### config.mk
export PLATFORM = sky130hd
export DESIGN_NAME = can_signal_pack_unpack_unit
export DESIGN_NICKNAME = d
export VERILOG_FILES = /design/src/hw/rtl/cspu_pkg.sv /design/src/hw/rtl/cspu_ram.sv /design/src/hw/rtl/cspu_muldiv.sv /design/src/hw/rtl/can_signal_pack_unpack_unit.sv
export SDC_FILE = /design/constraint.sdc
export NUM_CORES = 2
export LEC_CHECK = 0
export BUFFER_PORTS_ARGS = -buffer_cell sky130_fd_sc_hd__buf_4
export CAP_MARGIN = 10
export CORE_MARGIN = 2
export CORE_UTILIZATION = 40
export CTS_CLUSTER_SIZE = 24
export DETAILED_ROUTE_END_ITERATION = 10
export GPL_TIMING_DRIVEN = 0
export PLACE_DENSITY = 0.61
export SLEW_MARGIN = 40
export SYNTH_ARGS = -nofsm -noshare
export SYNTH_HDL_FRONTEND = slang
export SYNTH_SLANG_ARGS = --single-unit
export TNS_END_PERCENT = 20
### constraint.sdc
create_clock -name clk -period 14.66 [get_ports clk]
set_input_delay 1.466 -clock clk [delete_from_list [all_inputs] [get_ports clk]]
set_output_delay 1.466 -clock clk [all_outputs]
set_load 0.01 [all_outputs]
### src/hw/rtl/cspu_pkg.sv
// Shared constants, codes and types of the signal packing unit
package cspu_pkg;

    localparam int MAX_FRAME_BYTES = 64;
    localparam int MAX_SIGNAL_BITS = 32;
    localparam int BYTE_ADDR_W     = $clog2(MAX_FRAME_BYTES);
    localparam int FB_W            = 7;
    localparam int DIV_W           = 50;
    localparam int MUL_W           = 32;
    localparam int CNT_W           = 6;
    localparam int RES_W           = 64;

    localparam logic [1:0] MODE_WR_BYTE = 2'd0;
    localparam logic [1:0] MODE_RD_BYTE = 2'd1;
    localparam logic [1:0] MODE_PACK    = 2'd2;
    localparam logic [1:0] MODE_UNPACK  = 2'd3;

    localparam logic [47:0] Q48_MAX = 48'h7FFF_FFFF_FFFF;
    localparam logic [47:0] Q48_MIN = 48'h8000_0000_0000;

    typedef struct packed {
        logic go;
        logic div;
    } md_ctl_t;

endpackage

### src/hw/rtl/cspu_ram.sv
// Generic single-write, single-read RAM with registered read data
module cspu_ram #(
    parameter int WIDTH = 8,
    parameter int DEPTH = 64
) (
    input  logic                     clk,
    input  logic                     we,
    input  logic [$clog2(DEPTH)-1:0] waddr,
    input  logic [WIDTH-1:0]         wdata,
    input  logic [$clog2(DEPTH)-1:0] raddr,
    output logic [WIDTH-1:0]         rdata
);
    logic [WIDTH-1:0] mem [DEPTH];

    always_ff @(posedge clk)
    begin
        if (we)
        begin
            mem[waddr] <= wdata;
        end
        rdata <= mem[raddr];
    end
endmodule

### src/hw/rtl/cspu_muldiv.sv
// Iterative divider and multiplier sharing one adder, one bit per cycle
module cspu_muldiv (
    input  logic                        clk,
    input  logic                        rst_n,
    input  cspu_pkg::md_ctl_t           ctl,
    input  logic [cspu_pkg::DIV_W-1:0]  opa,
    input  logic [32:0]                 opb,
    output logic                        done,
    output logic [cspu_pkg::RES_W-1:0]  result
);
    import cspu_pkg::*;

    logic             busy_reg, busy_next;
    logic             done_reg, done_next;
    logic             div_reg, div_next;
    logic [CNT_W-1:0] cnt_reg, cnt_next;
    logic [32:0]      rem_reg, rem_next;
    logic [DIV_W-1:0] nq_reg, nq_next;
    logic [32:0]      d_reg, d_next;

    logic [34:0] ax, ay, sum;
    logic [33:0] mb;
    logic        ge;

    always_comb
    begin
        ax  = div_reg ? {1'b0, rem_reg, nq_reg[DIV_W-1]} : {2'b00, rem_reg};
        ay  = div_reg ? ~{2'b00, d_reg} : {2'b00, d_reg};
        sum = ax + ay + {34'd0, div_reg};
        ge  = ~sum[34];
        mb  = nq_reg[0] ? sum[33:0] : {1'b0, rem_reg};

        busy_next = busy_reg;
        done_next = 1'b0;
        div_next  = div_reg;
        cnt_next  = cnt_reg;
        rem_next  = rem_reg;
        nq_next   = nq_reg;
        d_next    = d_reg;

        if (ctl.go)
        begin
            busy_next = 1'b1;
            div_next  = ctl.div;
            cnt_next  = ctl.div ? CNT_W'(DIV_W) : CNT_W'(MUL_W);
            rem_next  = '0;
            nq_next   = ctl.div ? opa : DIV_W'(opb[MUL_W-1:0]);
            d_next    = ctl.div ? opb : opa[32:0];
        end
        else if (busy_reg)
        begin
            if (div_reg)
            begin
                rem_next = ge ? sum[32:0] : ax[32:0];
                nq_next  = {nq_reg[DIV_W-2:0], ge};
            end
            else
            begin
                rem_next = mb[33:1];
                nq_next  = {nq_reg[DIV_W-1:MUL_W], mb[0], nq_reg[MUL_W-1:1]};
            end
            cnt_next = cnt_reg - CNT_W'(1);
            if (cnt_reg == CNT_W'(1))
            begin
                busy_next = 1'b0;
                done_next = 1'b1;
            end
        end
    end

    always_ff @(posedge clk or negedge rst_n)
    begin
        if (!rst_n)
        begin
            busy_reg <= 1'b0;
            done_reg <= 1'b0;
        end
        else
        begin
            busy_reg <= busy_next;
            done_reg <= done_next;
        end
    end

    always_ff @(posedge clk)
    begin
        div_reg <= div_next;
        cnt_reg <= cnt_next;
        rem_reg <= rem_next;
        nq_reg  <= nq_next;
        d_reg   <= d_next;
    end

    assign done   = done_reg;
    assign result = div_reg ? RES_W'(nq_reg) : {rem_reg[MUL_W-1:0], nq_reg[MUL_W-1:0]};
endmodule

### src/hw/rtl/can_signal_pack_unpack_unit.sv
// Top level: frame byte store, signal pack and unpack sequencer
//
//  channel  | handshake                  | payload
//  ---------+----------------------------+------------------------------------------
//  command  | start, busy                | mode, byte_index, byte_in, first_bit,
//           |                            | bit_length, intel_order, signed_raw,
//           |                            | scale_factor, scale_offset, physical_in
//  result   | done (one-cycle strobe)    | status, byte_out, raw_out, physical_out
//  config   | cfg_valid, cfg_ready       | cfg_data (frame_bytes)
//
// Write byte and read byte each make a single RAM access. Pack runs the 50-step
// serial divider and then a read-modify-write per signal bit on the frame RAM;
// unpack reads the signal bits first and then runs the 32-step serial multiplier.
// A bad descriptor ends in the check state. Reset clears the store through per-byte
// valid bits at once; no clearing pass. The result strobe cannot be stalled.
module can_signal_pack_unpack_unit (
    input  logic               clk,
    input  logic               rst_n,
    input  logic               start,
    output logic               busy,
    input  logic [1:0]         mode,
    input  logic [5:0]         byte_index,
    input  logic [7:0]         byte_in,
    input  logic [8:0]         first_bit,
    input  logic [5:0]         bit_length,
    input  logic               intel_order,
    input  logic               signed_raw,
    input  logic signed [31:0] scale_factor,
    input  logic signed [47:0] scale_offset,
    input  logic signed [47:0] physical_in,
    input  logic               cfg_valid,
    output logic               cfg_ready,
    input  logic [6:0]         cfg_data,
    output logic               done,
    output logic               status,
    output logic [7:0]         byte_out,
    output logic signed [32:0] raw_out,
    output logic signed [47:0] physical_out
);
    import cspu_pkg::*;

    localparam logic [3:0] S_IDLE  = 4'd0;
    localparam logic [3:0] S_WR    = 4'd1;
    localparam logic [3:0] S_RD    = 4'd2;
    localparam logic [3:0] S_RDW   = 4'd3;
    localparam logic [3:0] S_CHK   = 4'd4;
    localparam logic [3:0] S_ABS   = 4'd5;
    localparam logic [3:0] S_DIVGO = 4'd6;
    localparam logic [3:0] S_DIV   = 4'd7;
    localparam logic [3:0] S_CLAMP = 4'd8;
    localparam logic [3:0] S_BRD   = 4'd9;
    localparam logic [3:0] S_BMOD  = 4'd10;
    localparam logic [3:0] S_URAW  = 4'd11;
    localparam logic [3:0] S_MULGO = 4'd12;
    localparam logic [3:0] S_MUL   = 4'd13;
    localparam logic [3:0] S_MSAT  = 4'd14;
    localparam logic [3:0] S_ADD   = 4'd15;

    // control
    logic [3:0]                 state_reg, state_next;
    logic                       done_reg, done_next;
    logic [FB_W-1:0]            fb_reg, fb_next;
    logic [MAX_FRAME_BYTES-1:0] vld_reg, vld_next;

    // payload
    logic [1:0]  mode_reg, mode_next;
    logic [5:0]  idx_reg, idx_next;
    logic [7:0]  bin_reg, bin_next;
    logic [8:0]  sb_reg, sb_next;
    logic [5:0]  len_reg, len_next;
    logic        intel_reg, intel_next;
    logic        sgn_reg, sgn_next;
    logic [31:0] fac_reg, fac_next;
    logic [47:0] off_reg, off_next;
    logic [47:0] phys_reg, phys_next;
    logic [48:0] diff_reg, diff_next;
    logic [48:0] ad_reg, ad_next;
    logic        neg_reg, neg_next;
    logic [32:0] raw_reg, raw_next;
    logic [31:0] u_reg, u_next;
    logic [8:0]  pos_reg, pos_next;
    logic [5:0]  k_reg, k_next;
    logic [4:0]  i_reg, i_next;
    logic [51:0] psig_reg, psig_next;
    logic        rvld_reg;
    logic        st_reg, st_next;
    logic [7:0]  bo_reg, bo_next;
    logic [32:0] ro_reg, ro_next;
    logic [47:0] po_reg, po_next;

    // RAM and arithmetic unit
    logic                   ram_we;
    logic [BYTE_ADDR_W-1:0] ram_waddr, ram_raddr;
    logic [7:0]             ram_wdata, ram_rdata;
    md_ctl_t                md_ctl;
    logic [DIV_W-1:0]       md_opa;
    logic [32:0]            md_opb;
    logic                   md_done;
    logic [RES_W-1:0]       md_res;

    cspu_ram #(.WIDTH(8), .DEPTH(MAX_FRAME_BYTES)) u_ram (
        .clk   (clk),
        .we    (ram_we),
        .waddr (ram_waddr),
        .wdata (ram_wdata),
        .raddr (ram_raddr),
        .rdata (ram_rdata)
    );

    cspu_muldiv u_md (
        .clk    (clk),
        .rst_n  (rst_n),
        .ctl    (md_ctl),
        .opa    (md_opa),
        .opb    (md_opb),
        .done   (md_done),
        .result (md_res)
    );

    logic        accept;
    logic [7:0]  rbyte;
    logic [9:0]  fbits;
    logic [5:0]  off8, remb;
    logic [6:0]  lastb;
    logic        bad;
    logic [31:0] af;
    logic [32:0] absraw;
    logic [40:0] qs;
    logic [41:0] rawq, hi, lo, rawc;
    logic [32:0] ext;
    logic [50:0] pm;
    logic [52:0] sum53;
    logic [8:0]  mstep;
    logic        lastbit;
    logic [7:0]  bmask;

    assign accept    = start && (state_reg == S_IDLE);
    assign busy      = (state_reg != S_IDLE);
    assign cfg_ready = 1'b1;
    assign rbyte     = rvld_reg ? ram_rdata : 8'd0;

    always_comb
    begin
        state_next = state_reg;
        done_next  = 1'b0;
        fb_next    = fb_reg;
        vld_next   = vld_reg;
        mode_next  = mode_reg;
        idx_next   = idx_reg;
        bin_next   = bin_reg;
        sb_next    = sb_reg;
        len_next   = len_reg;
        intel_next = intel_reg;
        sgn_next   = sgn_reg;
        fac_next   = fac_reg;
        off_next   = off_reg;
        phys_next  = phys_reg;
        diff_next  = diff_reg;
        ad_next    = ad_reg;
        neg_next   = neg_reg;
        raw_next   = raw_reg;
        u_next     = u_reg;
        pos_next   = pos_reg;
        k_next     = k_reg;
        i_next     = i_reg;
        psig_next  = psig_reg;
        st_next    = st_reg;
        bo_next    = bo_reg;
        ro_next    = ro_reg;
        po_next    = po_reg;

        ram_we    = 1'b0;
        ram_waddr = pos_reg[8:3];
        ram_wdata = 8'd0;
        ram_raddr = pos_reg[8:3];
        md_ctl    = '0;
        md_opa    = '0;
        md_opb    = '0;

        af     = fac_reg[31] ? (~fac_reg + 32'd1) : fac_reg;
        absraw = raw_reg[32] ? (~raw_reg + 33'd1) : raw_reg;

        // descriptor check
        fbits = {fb_reg, 3'b000};
        off8  = {3'b000, sb_reg[2:0]};
        remb  = len_reg - off8 - 6'd1;
        lastb = {1'b0, sb_reg[8:3]} + (({1'b0, remb} + 7'd7) >> 3);
        bad   = (fb_reg == '0) || (fb_reg > FB_W'(MAX_FRAME_BYTES))
             || (len_reg == 6'd0) || (len_reg > 6'(MAX_SIGNAL_BITS))
             || (fac_reg == 32'd0) || ({1'b0, sb_reg} >= fbits);
        if (intel_reg)
        begin
            bad = bad || (({1'b0, sb_reg} + {4'd0, len_reg}) > fbits);
        end
        else if (len_reg > off8 + 6'd1)
        begin
            bad = bad || (lastb >= fb_reg);
        end

        // pack clamp
        qs   = (md_res[DIV_W-1:0] > DIV_W'(64'd1 << 40)) ? 41'h100_0000_0000
                                                           : md_res[40:0];
        rawq = neg_reg ? (~{1'b0, qs} + 42'd1) : {1'b0, qs};
        if (sgn_reg)
        begin
            hi = (42'd1 << (len_reg - 6'd1)) - 42'd1;
            lo = ~(42'd1 << (len_reg - 6'd1)) + 42'd1;
        end
        else
        begin
            hi = (42'd1 << len_reg) - 42'd1;
            lo = '0;
        end
        if ($signed(rawq) < $signed(lo))
        begin
            rawc = lo;
        end
        else if ($signed(rawq) > $signed(hi))
        begin
            rawc = hi;
        end
        else
        begin
            rawc = rawq;
        end

        // unpack sign extension
        ext = {1'b0, u_reg};
        if (sgn_reg && u_reg[5'(len_reg - 6'd1)])
        begin
            ext = ext | ~((33'd1 << len_reg) - 33'd1);
        end

        // product limit and offset
        pm    = (md_res > (RES_W'(1) << 50)) ? (51'd1 << 50) : md_res[50:0];
        sum53 = {psig_reg[51], psig_reg} + {{5{off_reg[47]}}, off_reg};

        mstep   = (pos_reg[2:0] == 3'd0) ? (pos_reg + 9'd15) : (pos_reg - 9'd1);
        lastbit = (k_reg == len_reg - 6'd1);
        bmask   = 8'd1 << pos_reg[2:0];

        if (cfg_valid)
        begin
            fb_next = cfg_data;
        end

        case (state_reg)
            S_IDLE:
            begin
                if (accept)
                begin
                    mode_next  = mode;
                    idx_next   = byte_index;
                    bin_next   = byte_in;
                    sb_next    = first_bit;
                    len_next   = bit_length;
                    intel_next = intel_order;
                    sgn_next   = signed_raw;
                    fac_next   = scale_factor;
                    off_next   = scale_offset;
                    phys_next  = physical_in;
                    case (mode)
                        MODE_WR_BYTE: state_next = S_WR;
                        MODE_RD_BYTE: state_next = S_RD;
                        default:      state_next = S_CHK;
                    endcase
                end
            end
            S_WR:
            begin
                ram_we    = 1'b1;
                ram_waddr = idx_reg;
                ram_wdata = bin_reg;
                vld_next[idx_reg] = 1'b1;
                st_next    = 1'b0;
                bo_next    = 8'd0;
                ro_next    = '0;
                po_next    = '0;
                done_next  = 1'b1;
                state_next = S_IDLE;
            end
            S_RD:
            begin
                ram_raddr  = idx_reg;
                state_next = S_RDW;
            end
            S_RDW:
            begin
                st_next    = 1'b0;
                bo_next    = rbyte;
                ro_next    = '0;
                po_next    = '0;
                done_next  = 1'b1;
                state_next = S_IDLE;
            end
            S_CHK:
            begin
                diff_next = {phys_reg[47], phys_reg} - {off_reg[47], off_reg};
                pos_next  = sb_reg;
                k_next    = 6'd0;
                i_next    = intel_reg ? 5'd0 : 5'(len_reg - 6'd1);
                u_next    = '0;
                if (bad)
                begin
                    st_next    = 1'b1;
                    bo_next    = 8'd0;
                    ro_next    = '0;
                    po_next    = '0;
                    done_next  = 1'b1;
                    state_next = S_IDLE;
                end
                else if (mode_reg == MODE_PACK)
                begin
                    state_next = S_ABS;
                end
                else
                begin
                    state_next = S_BRD;
                end
            end
            S_ABS:
            begin
                ad_next    = diff_reg[48] ? (~diff_reg + 49'd1) : diff_reg;
                neg_next   = diff_reg[48] ^ fac_reg[31];
                state_next = S_DIVGO;
            end
            S_DIVGO:
            begin
                // (2|d| + |f|) / 2|f| gives the half-away rounding
                md_ctl.go  = 1'b1;
                md_ctl.div = 1'b1;
                md_opa     = {ad_reg, 1'b0} + DIV_W'(af);
                md_opb     = {af, 1'b0};
                state_next = S_DIV;
            end
            S_DIV:
            begin
                if (md_done)
                begin
                    state_next = S_CLAMP;
                end
            end
            S_CLAMP:
            begin
                raw_next   = rawc[32:0];
                state_next = S_BRD;
            end
            S_BRD:
            begin
                state_next = S_BMOD;
            end
            S_BMOD:
            begin
                if (mode_reg == MODE_PACK)
                begin
                    ram_we    = 1'b1;
                    ram_wdata = (rbyte & ~bmask) | (raw_reg[i_reg] ? bmask : 8'd0);
                    vld_next[pos_reg[8:3]] = 1'b1;
                end
                else
                begin
                    u_next[i_reg] = rbyte[pos_reg[2:0]];
                end
                k_next   = k_reg + 6'd1;
                pos_next = intel_reg ? (pos_reg + 9'd1) : mstep;
                i_next   = intel_reg ? (i_reg + 5'd1) : (i_reg - 5'd1);
                if (!lastbit)
                begin
                    state_next = S_BRD;
                end
                else if (mode_reg == MODE_PACK)
                begin
                    st_next    = 1'b0;
                    bo_next    = 8'd0;
                    ro_next    = raw_reg;
                    po_next    = '0;
                    done_next  = 1'b1;
                    state_next = S_IDLE;
                end
                else
                begin
                    state_next = S_URAW;
                end
            end
            S_URAW:
            begin
                raw_next   = ext;
                state_next = S_MULGO;
            end
            S_MULGO:
            begin
                md_ctl.go  = 1'b1;
                md_ctl.div = 1'b0;
                md_opa     = DIV_W'(absraw);
                md_opb     = {1'b0, af};
                neg_next   = raw_reg[32] ^ fac_reg[31];
                state_next = S_MUL;
            end
            S_MUL:
            begin
                if (md_done)
                begin
                    state_next = S_MSAT;
                end
            end
            S_MSAT:
            begin
                psig_next  = neg_reg ? (~{1'b0, pm} + 52'd1) : {1'b0, pm};
                state_next = S_ADD;
            end
            S_ADD:
            begin
                if ($signed(sum53) > $signed(53'($signed(Q48_MAX))))
                begin
                    po_next = Q48_MAX;
                end
                else if ($signed(sum53) < $signed(53'($signed(Q48_MIN))))
                begin
                    po_next = Q48_MIN;
                end
                else
                begin
                    po_next = sum53[47:0];
                end
                st_next    = 1'b0;
                bo_next    = 8'd0;
                ro_next    = raw_reg;
                done_next  = 1'b1;
                state_next = S_IDLE;
            end
            default:
            begin
                state_next = S_IDLE;
            end
        endcase
    end

    always_ff @(posedge clk or negedge rst_n)
    begin
        if (!rst_n)
        begin
            state_reg <= S_IDLE;
            done_reg  <= 1'b0;
            fb_reg    <= FB_W'(8);
            vld_reg   <= '0;
        end
        else
        begin
            state_reg <= state_next;
            done_reg  <= done_next;
            fb_reg    <= fb_next;
            vld_reg   <= vld_next;
        end
    end

    always_ff @(posedge clk)
    begin
        mode_reg  <= mode_next;
        idx_reg   <= idx_next;
        bin_reg   <= bin_next;
        sb_reg    <= sb_next;
        len_reg   <= len_next;
        intel_reg <= intel_next;
        sgn_reg   <= sgn_next;
        fac_reg   <= fac_next;
        off_reg   <= off_next;
        phys_reg  <= phys_next;
        diff_reg  <= diff_next;
        ad_reg    <= ad_next;
        neg_reg   <= neg_next;
        raw_reg   <= raw_next;
        u_reg     <= u_next;
        pos_reg   <= pos_next;
        k_reg     <= k_next;
        i_reg     <= i_next;
        psig_reg  <= psig_next;
        rvld_reg  <= vld_reg[ram_raddr];
        st_reg    <= st_next;
        bo_reg    <= bo_next;
        ro_reg    <= ro_next;
        po_reg    <= po_next;
    end

    assign done         = done_reg;
    assign status       = st_reg;
    assign byte_out     = bo_reg;
    assign raw_out      = ro_reg;
    assign physical_out = po_reg;
endmodule

---- Word level (Yosys, flattened, before mapping) ----
Memories as Yosys holds them, arrays and structs flattened. A register that Yosys moved wholly into a read port is not among the register bits.
Cells that the tools add are included.
Widths: inputs -> output; s select.
word-level totals
  memories ................................ 1
  bits in writable memories ............... 512
  bits of input ports ..................... 172
  output and inout port bits .............. 93
  register bits ........................... 689
  word-level logic and storage cells ...... 280
operators by class
  add/sub/neg operators ................... 28
  eq/ne operators ......................... 26
  shift operators ......................... 4
  bitwise operators ....................... 17
  reduce and logical (&&, ||, !) cells .... 39
  magnitude comparators ................... 22
  mux-type cells .......................... 105
memory list
  memory     words  bits a word  rd ports  clocked after memory_dff  write ports  RTL line        text
  u_ram.mem  64     8            1         1                         1            cspu_ram.sv:13  logic [WIDTH-1:0] mem [DEPTH];
operators with widths
  cell                   count
  $mux 33                10
  $mux 48                6
  $mux 50                4
  $pmux 48 s4            1
  $pmux 33 s2            2
  $pmux 33 s4            1
  $mux 64                2
  $or 64x64->64          2
  $pmux 64 s2            1
  $mux 42                3
  $mux 51                2
  $pmux 50 s2            1
  $add 42x1->42 const B  2
  $shl 1x6->42 const A   2
  $sub 42x1->42 const B  2
  $mux 34                2
  $not 33->33            2
  $gt 64x51->1 const B   1
  $mux 32                2
  $pmux 32 s2            1
  $pmux 4 s14            1
  $add 52x48->53         1
  $gt 53x48->1 const B   1
  $lt 53x48->1 const B   1
  99 further kinds       188

---- Logic depth before layout (Yosys ltp) ----
  word-level depth ........................ 11
  gate-level depth with buffers ........... 34
  mapped depth without buffers ............ 27

---- Modules after synthesis ----
From an unflattened synthesis, not the netlist that was laid out.
second synthesis, totals
  cells, all modules ...................... 6,852
  area, all modules ....................... 73,526.8 um^2
by module, submodules not included
  module                       instances  area an instance (um^2)  cells an instance  sequential area each (um^2)
  can_signal_pack_unpack_unit  1          43,596.8                 4,790              16,547.1
  cspu_ram                     1          20,229.4                 966                15,534.9
  cspu_muldiv                  1          9,700.6                  1,096              3,413.3

---- Worst setup path after synthesis ----
OpenSTA, ideal clock, no wires.
  kind .................................... register -> register
  from .................................... reg len_reg[0]
  to ...................................... reg po_reg[0] (netlist: physical_out[0]) (enable)
  buffers on the path ..................... 2
  required time ........................... 14,105 ps
  slack ................................... 5,588 ps
  arrival ................................. 8,517 ps
  clock period less this slack ............ 9,072 ps
  library setup time ...................... 555 ps
  stages on the path, launching flop included .. 23
  cells stage by stage .................... edfxtp_1 clkbuf_1 buf_1 inv_1 ha_1 nor3b_1 nand2b_1 xnor2_1 o21ai_0 xnor2_1 inv_1 fa_1 inv_1 ha_1 a21o_1 a21o_1 a21o_1 a21o_1 a21o_1 a21o_1 a2111oi_0 o31a_1 o221ai_1
between the ends
  cells in the longest elaborated chain, start to end .. 10
  elaborated cells between the ends (all ways) .. 23
  classes of those cells .................. 6 x add/sub; 4 x order compare; 3 x eq/ne; 2 x mux; 8 x reduce/logical
ends and longest elaborated chain
  what                                             RTL line                                                                text
  from (decl)                                      can_signal_pack_unpack_unit.sv:70                                       logic [5:0] len_reg, len_next;
  from (signal assigned)                           can_signal_pack_unpack_unit.sv:462                                      len_reg <= len_next;
  $sub 6x3->6 or $logic_not 6->1 (tied branches)   can_signal_pack_unpack_unit.sv:186, can_signal_pack_unpack_unit.sv:189
  $sub 6x1->6 or $logic_or 1x1->1 (tied branches)  can_signal_pack_unpack_unit.sv:186, can_signal_pack_unpack_unit.sv:189
  $add 6x3->7 or $logic_or 1x1->1 (tied branches)  can_signal_pack_unpack_unit.sv:187, can_signal_pack_unpack_unit.sv:189
  $add 6x4->7 or $logic_or 1x1->1 (tied branches)  can_signal_pack_unpack_unit.sv:187, can_signal_pack_unpack_unit.sv:190
  $ge 7x7->1 or $logic_or 1x1->1 (tied branches)   can_signal_pack_unpack_unit.sv:197, can_signal_pack_unpack_unit.sv:190
  $logic_or 1x1->1                                 can_signal_pack_unpack_unit.sv:197                                      bad = bad || (lastb >= fb_reg);
  $mux 1                                           can_signal_pack_unpack_unit.sv:195                                      else if (len_reg > off8 + 6'd1)
  $mux 1                                           can_signal_pack_unpack_unit.sv:191                                      if (intel_reg)
  $ne 2x2->1 (no source line)                      n/a
  $reduce_and 4->1 (no source line) (*)            n/a
  to (signal assigned)                             can_signal_pack_unpack_unit.sv:481                                      po_reg <= po_next;
  to (decl)                                        can_signal_pack_unpack_unit.sv:89                                       logic [47:0] po_reg, po_next;
Mark *: on every way between the ends. The rest lies on a longest branch, timed or not.
A chain may end at the register's enable or synchronous reset.

---- Worst setup path in the final report ----
  from .................................... reg len_reg[0]
  to ...................................... reg raw_reg[3], data pin
between the ends
  cells in the longest elaborated chain, start to end .. 8
  elaborated cells between the ends (all ways) .. 22
  classes of those cells .................. 5 x add/sub; 2 x order compare; 3 x shift; 8 x mux; 3 x bitwise; 1 x reduce/logical
ends and longest elaborated chain
  what                                          RTL line                                                                text
  $sub 6x1->6                                   can_signal_pack_unpack_unit.sv:229                                      if (sgn_reg && u_reg[5'(len_reg - 6'd1)])
  $shl 1x6->42                                  can_signal_pack_unpack_unit.sv:206, can_signal_pack_unpack_unit.sv:207
  $sub 42x1->42 or $not 42->42 (tied branches)  can_signal_pack_unpack_unit.sv:206, can_signal_pack_unpack_unit.sv:207
  $mux 42 or $add 42x1->42 (tied branches)      can_signal_pack_unpack_unit.sv:204, can_signal_pack_unpack_unit.sv:207
  $gt 42x42->1 or $mux 42 (tied branches)       can_signal_pack_unpack_unit.sv:218, can_signal_pack_unpack_unit.sv:204
  $mux 33 or $lt 42x42->1 (tied branches)       can_signal_pack_unpack_unit.sv:218, can_signal_pack_unpack_unit.sv:214
  $mux 33                                       can_signal_pack_unpack_unit.sv:214                                      if ($signed(rawq) < $signed(lo))
  $pmux 33 s2 (*)                               can_signal_pack_unpack_unit.sv:247                                      case (state_reg)
  via raw_next[3]                               can_signal_pack_unpack_unit.sv:79                                       logic [32:0] raw_reg, raw_next;
  to (signal assigned)                          can_signal_pack_unpack_unit.sv:471                                      raw_reg <= raw_next;
  to (decl)                                     can_signal_pack_unpack_unit.sv:79
Mark *: on every way through the listed nets, which the timed path passes. The rest lies on a longest branch. The select of a mux whose other input is x is not followed.

==> summary.md <==
| Metric | Value |
|---|---|
| Final nets | 7347 |
| Max-cap violations | 0 |
| FF-to-FF path depth | 33 |
| Clock Path Buffers | 3 |
| Cell taking the most area after synthesis | edfxtp_1 |
| Chip width | 424 um |
| Vias per cell | 5.98 |
| R2R setup slack | 4.13 ns |
| Power Internal | 9580 uW |
| Leakage | 0.0298 uW |
| Final worst path period need | 10.53 ns |
| Fill cell count | 16500 |
| H-Tree Depth | 4 |
| Share of Yosys cell area claimed by the top area cell type | 0.464 |
| Slew Limit Fails | 0 |
| Pwr Density | 208 nW/um2 |
| Fmax | 94.9 MHz |
| Synth cell types | 99 |
| Post-DRT Antenna Nets | 0 |
| Worst Hold End | vld_reg[50]$_DFFE_PN0P_ |
| Rel. slew slack | 0.317 |
| Sequential-to-total area share from yosys stat | 0.503 |
| Mapped cell area | 70500 um2 |
| Synth cell count leaders | 1089 x edfxtp_1, 648 x nand2_1, 459 x nor2_1, 448 x a21oi_1, 368 x o21ai_0 |
| Tcrit/Tclk final | 0.719 |
| Buffers on Ports | 263 |
| Most frequent CP cell | clkbuf_1 |
| CP max stage cell | nor3_1 |
| Count leader, synth | edfxtp_1 |
| Yosys warns | 0 |
| Layout cells sized above 1 | 0.135 |
| CTS Hold Bufs | 0 |
| GRT Overall Usage | 0.278 |
| Switching Fraction | 0.431 |
| Arrival time worst endpoint | 11.02 ns |
| DRC | 0 |
| Skew-Pair Late Insertion Delay | 0.82 ns |
| Clk slew on worst S/H paths | 0.06 ns |
| Final Hold Viols | 0 |
| Initial antenna violation count | 1 |
| RR Startpoint | len_reg[0]$_DFFE_PP_ |
| Sequential Power Share | 0.314 |
| # Post-CTS Setup Buffers | 0 |
| FF+latch count, synth | 1209 |
| Largest net degree at the start of global routing | 65 |
| Ys flop type | edfxtp_1 |
| Critical path required time | 15.15 ns |
| GR Overflow Total | 0 |
| Clk sink count | 1209 |
| Final wirelength | 256000 um |
| Std-Cell Rows | 154 |
| Total negative setup slack | 0 ns |
| Die area | 180000 um2 |
| DRT iter0 DRCs | 5916 |
| EDFF count, synth | 1089 |
| Pre-CTS setup slack | 4.11 ns |
| Clock power share | 0.204 |
| Placer Congestion | 1.00 |
| Final cell count without fillers | 9310 |
| Layout Skew | 0.0638 ns |
| Nature of the critical path startpoint | register |
| Combinational share of power | 0.482 |
| Hold slack | 0.471 ns |
| Crit-path max cell delay | 0.69 ns |
| DR vias | 55700 |
| Hpwl dp | 199000 um |
| First-pass DRT Iterations | 9 |
| Core outline area | 176000 um2 |
| Mapped Nets | 6907 |
| Initial core utilization | 0.401 |
| Worst hold path type | reg2reg |
| Placed insts | 9055 |
| RR Endpoint | raw_reg[3]$_DFFE_PP_ |
| Peak VDD IR | 0.111 mV |
| Crit Path Max Fanout | 10 |
| Flip-flop count of the largest register after layout | 512 |
| TritonCTS clock tree | yes |
| # IOs | 265 |
| HP Start | vld_reg[50]$_DFFE_PN0P_ |
| Fraction of registers with async set/reset | 0.0645 |
| RSZ-0062 raised after global routing | false |
| CTS buffer count | 138 |
| Setup crit end kind | register |
| Worst Max-Slew Pin Slew | 1.02 ns |
| Synth Area per Inst | 11.0 um2 |
| Post-cts resize count | 0 |
| Synth area leaders | edfxtp_1 46%, ha_1 5.5%, mux4_2 5.2% |
| Worst hold path stage count | 1 |
| Number of global-route vias before repair | 54100 |
| Critical path type | reg2reg |
| CTS root buf | clkbuf_16 |
| First-pass GRT wire length | 367000 um |
| DR WL/cell | 27.5 um |
| Synth-to-Final Area Change | 15.1% |
| P_sw | 7270 uW |
| Die H | 424 um |
| Final setup violating endpoints | 0 |
| Outcome | finished, final reports clean |
| Worst setup margin | 4.13 ns |
| Mapped Cells | 6415 |
[kinds of logic (layout without fill, tap and decap cells)]
| group | count (synthesis) | in the layout | share of synthesized area |
|---|---|---|---|
| AOI/OAI and AO/OA | 1744 | 1744 | 0.159 |
| adders and majority gates | 320 | 320 | 0.0577 |
| other | 1 | 4 | 0.0000532 |
| and+or+nand+nor | 1844 | 1844 | 0.123 |
| xor gates and xnor gates | 443 | 443 | 0.0550 |
| DFF | 1209 | 1209 | 0.503 |
| buffers and inverters | 564 | 1116 | 0.0305 |
| muxes | 290 | 290 | 0.0709 |
[metal layers]
layer,vias up,share of wire,global-route usage
met5,-,0,0
met4,0,0.050,0.126
met3,554,0.068,0.0429
met2,2337,0.48,0.472
met1,27700,0.40,0.349
li1,25100,-,-
[critical path: cells and delay by family, from the launching register on]
family | cells | cell delay (ns)
fa+ha+maj | 3 | 0.81
compound gates | 6 | 1.97
buf+inv | 8 | 3.05
flops | 1 | 0.53
xor+xnor | 2 | 0.73
simple gates | 14 | 3.06
[per-stage QoR]
stage	utilization	instance area (um2)	total power, uW
global placement	0.429	75400	13100
finish	0.462	81200	16900
floorplan	-	70500	10200
global route	0.462	81100	17700
CTS	0.461	81000	16800
detailed placement	0.436	76600	13300
[cells in the final DEF (no fill, tap or decap), types with 36 or more instances in the layout]
cell type | Yosys | final
o21bai_1 | 85 | 84
nand4_1 | 45 | 45
a31oi_1 | 76 | 76
or2_2 | 44 | 44
nor2_1 | 459 | 420
nand3_1 | 111 | 111
nor2b_1 | 38 | 38
dfxtp_1 | 42 | 42
clkbuf_1 | 277 | 289
mux2i_1 | 92 | 87
and2_1 | 112 | 112
edfxtp_1 | 1089 | 1089
or3_1 | 45 | 45
buf_1 | 52 | 37
xor2_1 | 207 | 194
nor2_2 | 0 | 36
a21oi_1 | 448 | 447
xnor2_1 | 236 | 228
ha_1 | 311 | 311
o31ai_1 | 65 | 64
a21o_1 | 166 | 166
o22ai_1 | 62 | 62
dfrtp_1 | 77 | 77
nand2_1 | 648 | 645
nand2b_1 | 57 | 57
clkbuf_16 | 0 | 141
a211oi_1 | 71 | 71
o21ai_0 | 368 | 362
nor3_1 | 128 | 117
a22oi_1 | 58 | 56
o211ai_1 | 40 | 40
inv_1 | 212 | 210
o21a_1 | 42 | 42
buf_4 | 1 | 266
mux4_2 | 164 | 164
[cell type report]
type	instances	area [um2]	area share
antenna	3	7.51	0.0000925
buffer	350	1380	0.0171
clock buffer	170	3680	0.0453
clock inverter	82	801	0.00987
inverter	214	808	0.00996
multi-input combinational	4642	33400	0.412
sequential	1209	35500	0.437
tap	2340	2930	0.0361
timing repair buffer	300	2610	0.0322
[how the worst max path moves through the flow]
stage          cells past startpoint  slack, ns                              to                  from
2_1_floorplan                     22       5.59   physical_out[0]$_SDFFCE_PN0P_  len_reg[0]$_DFFE_PP_
6_report                          33       4.13            raw_reg[3]$_DFFE_PP_  len_reg[0]$_DFFE_PP_
5_1_grt                           33       3.80            raw_reg[0]$_DFFE_PP_  len_reg[0]$_DFFE_PP_
3_3_place_gp                      22       1.37  physical_out[47]$_SDFFCE_PN0P_  len_reg[0]$_DFFE_PP_
4_1_cts                           33       4.05            raw_reg[0]$_DFFE_PP_  len_reg[0]$_DFFE_PP_
3_5_place_dp                      33       4.11            raw_reg[0]$_DFFE_PP_  len_reg[0]$_DFFE_PP_
[power groups by stage]
stage / registers (uW) / logic [uW] / clock network (uW)
after floorplan: 5180 / 5070 / 0
after global placement: 5430 / 7710 / 0
after detailed placement: 5340 / 7950 / 0
after CTS: 5280 / 7990 / 3510
after global routing: 5330 / 8690 / 3630
final: 5290 / 8120 / 3450
No activity file was read; power rests on OpenSTA's default activity.
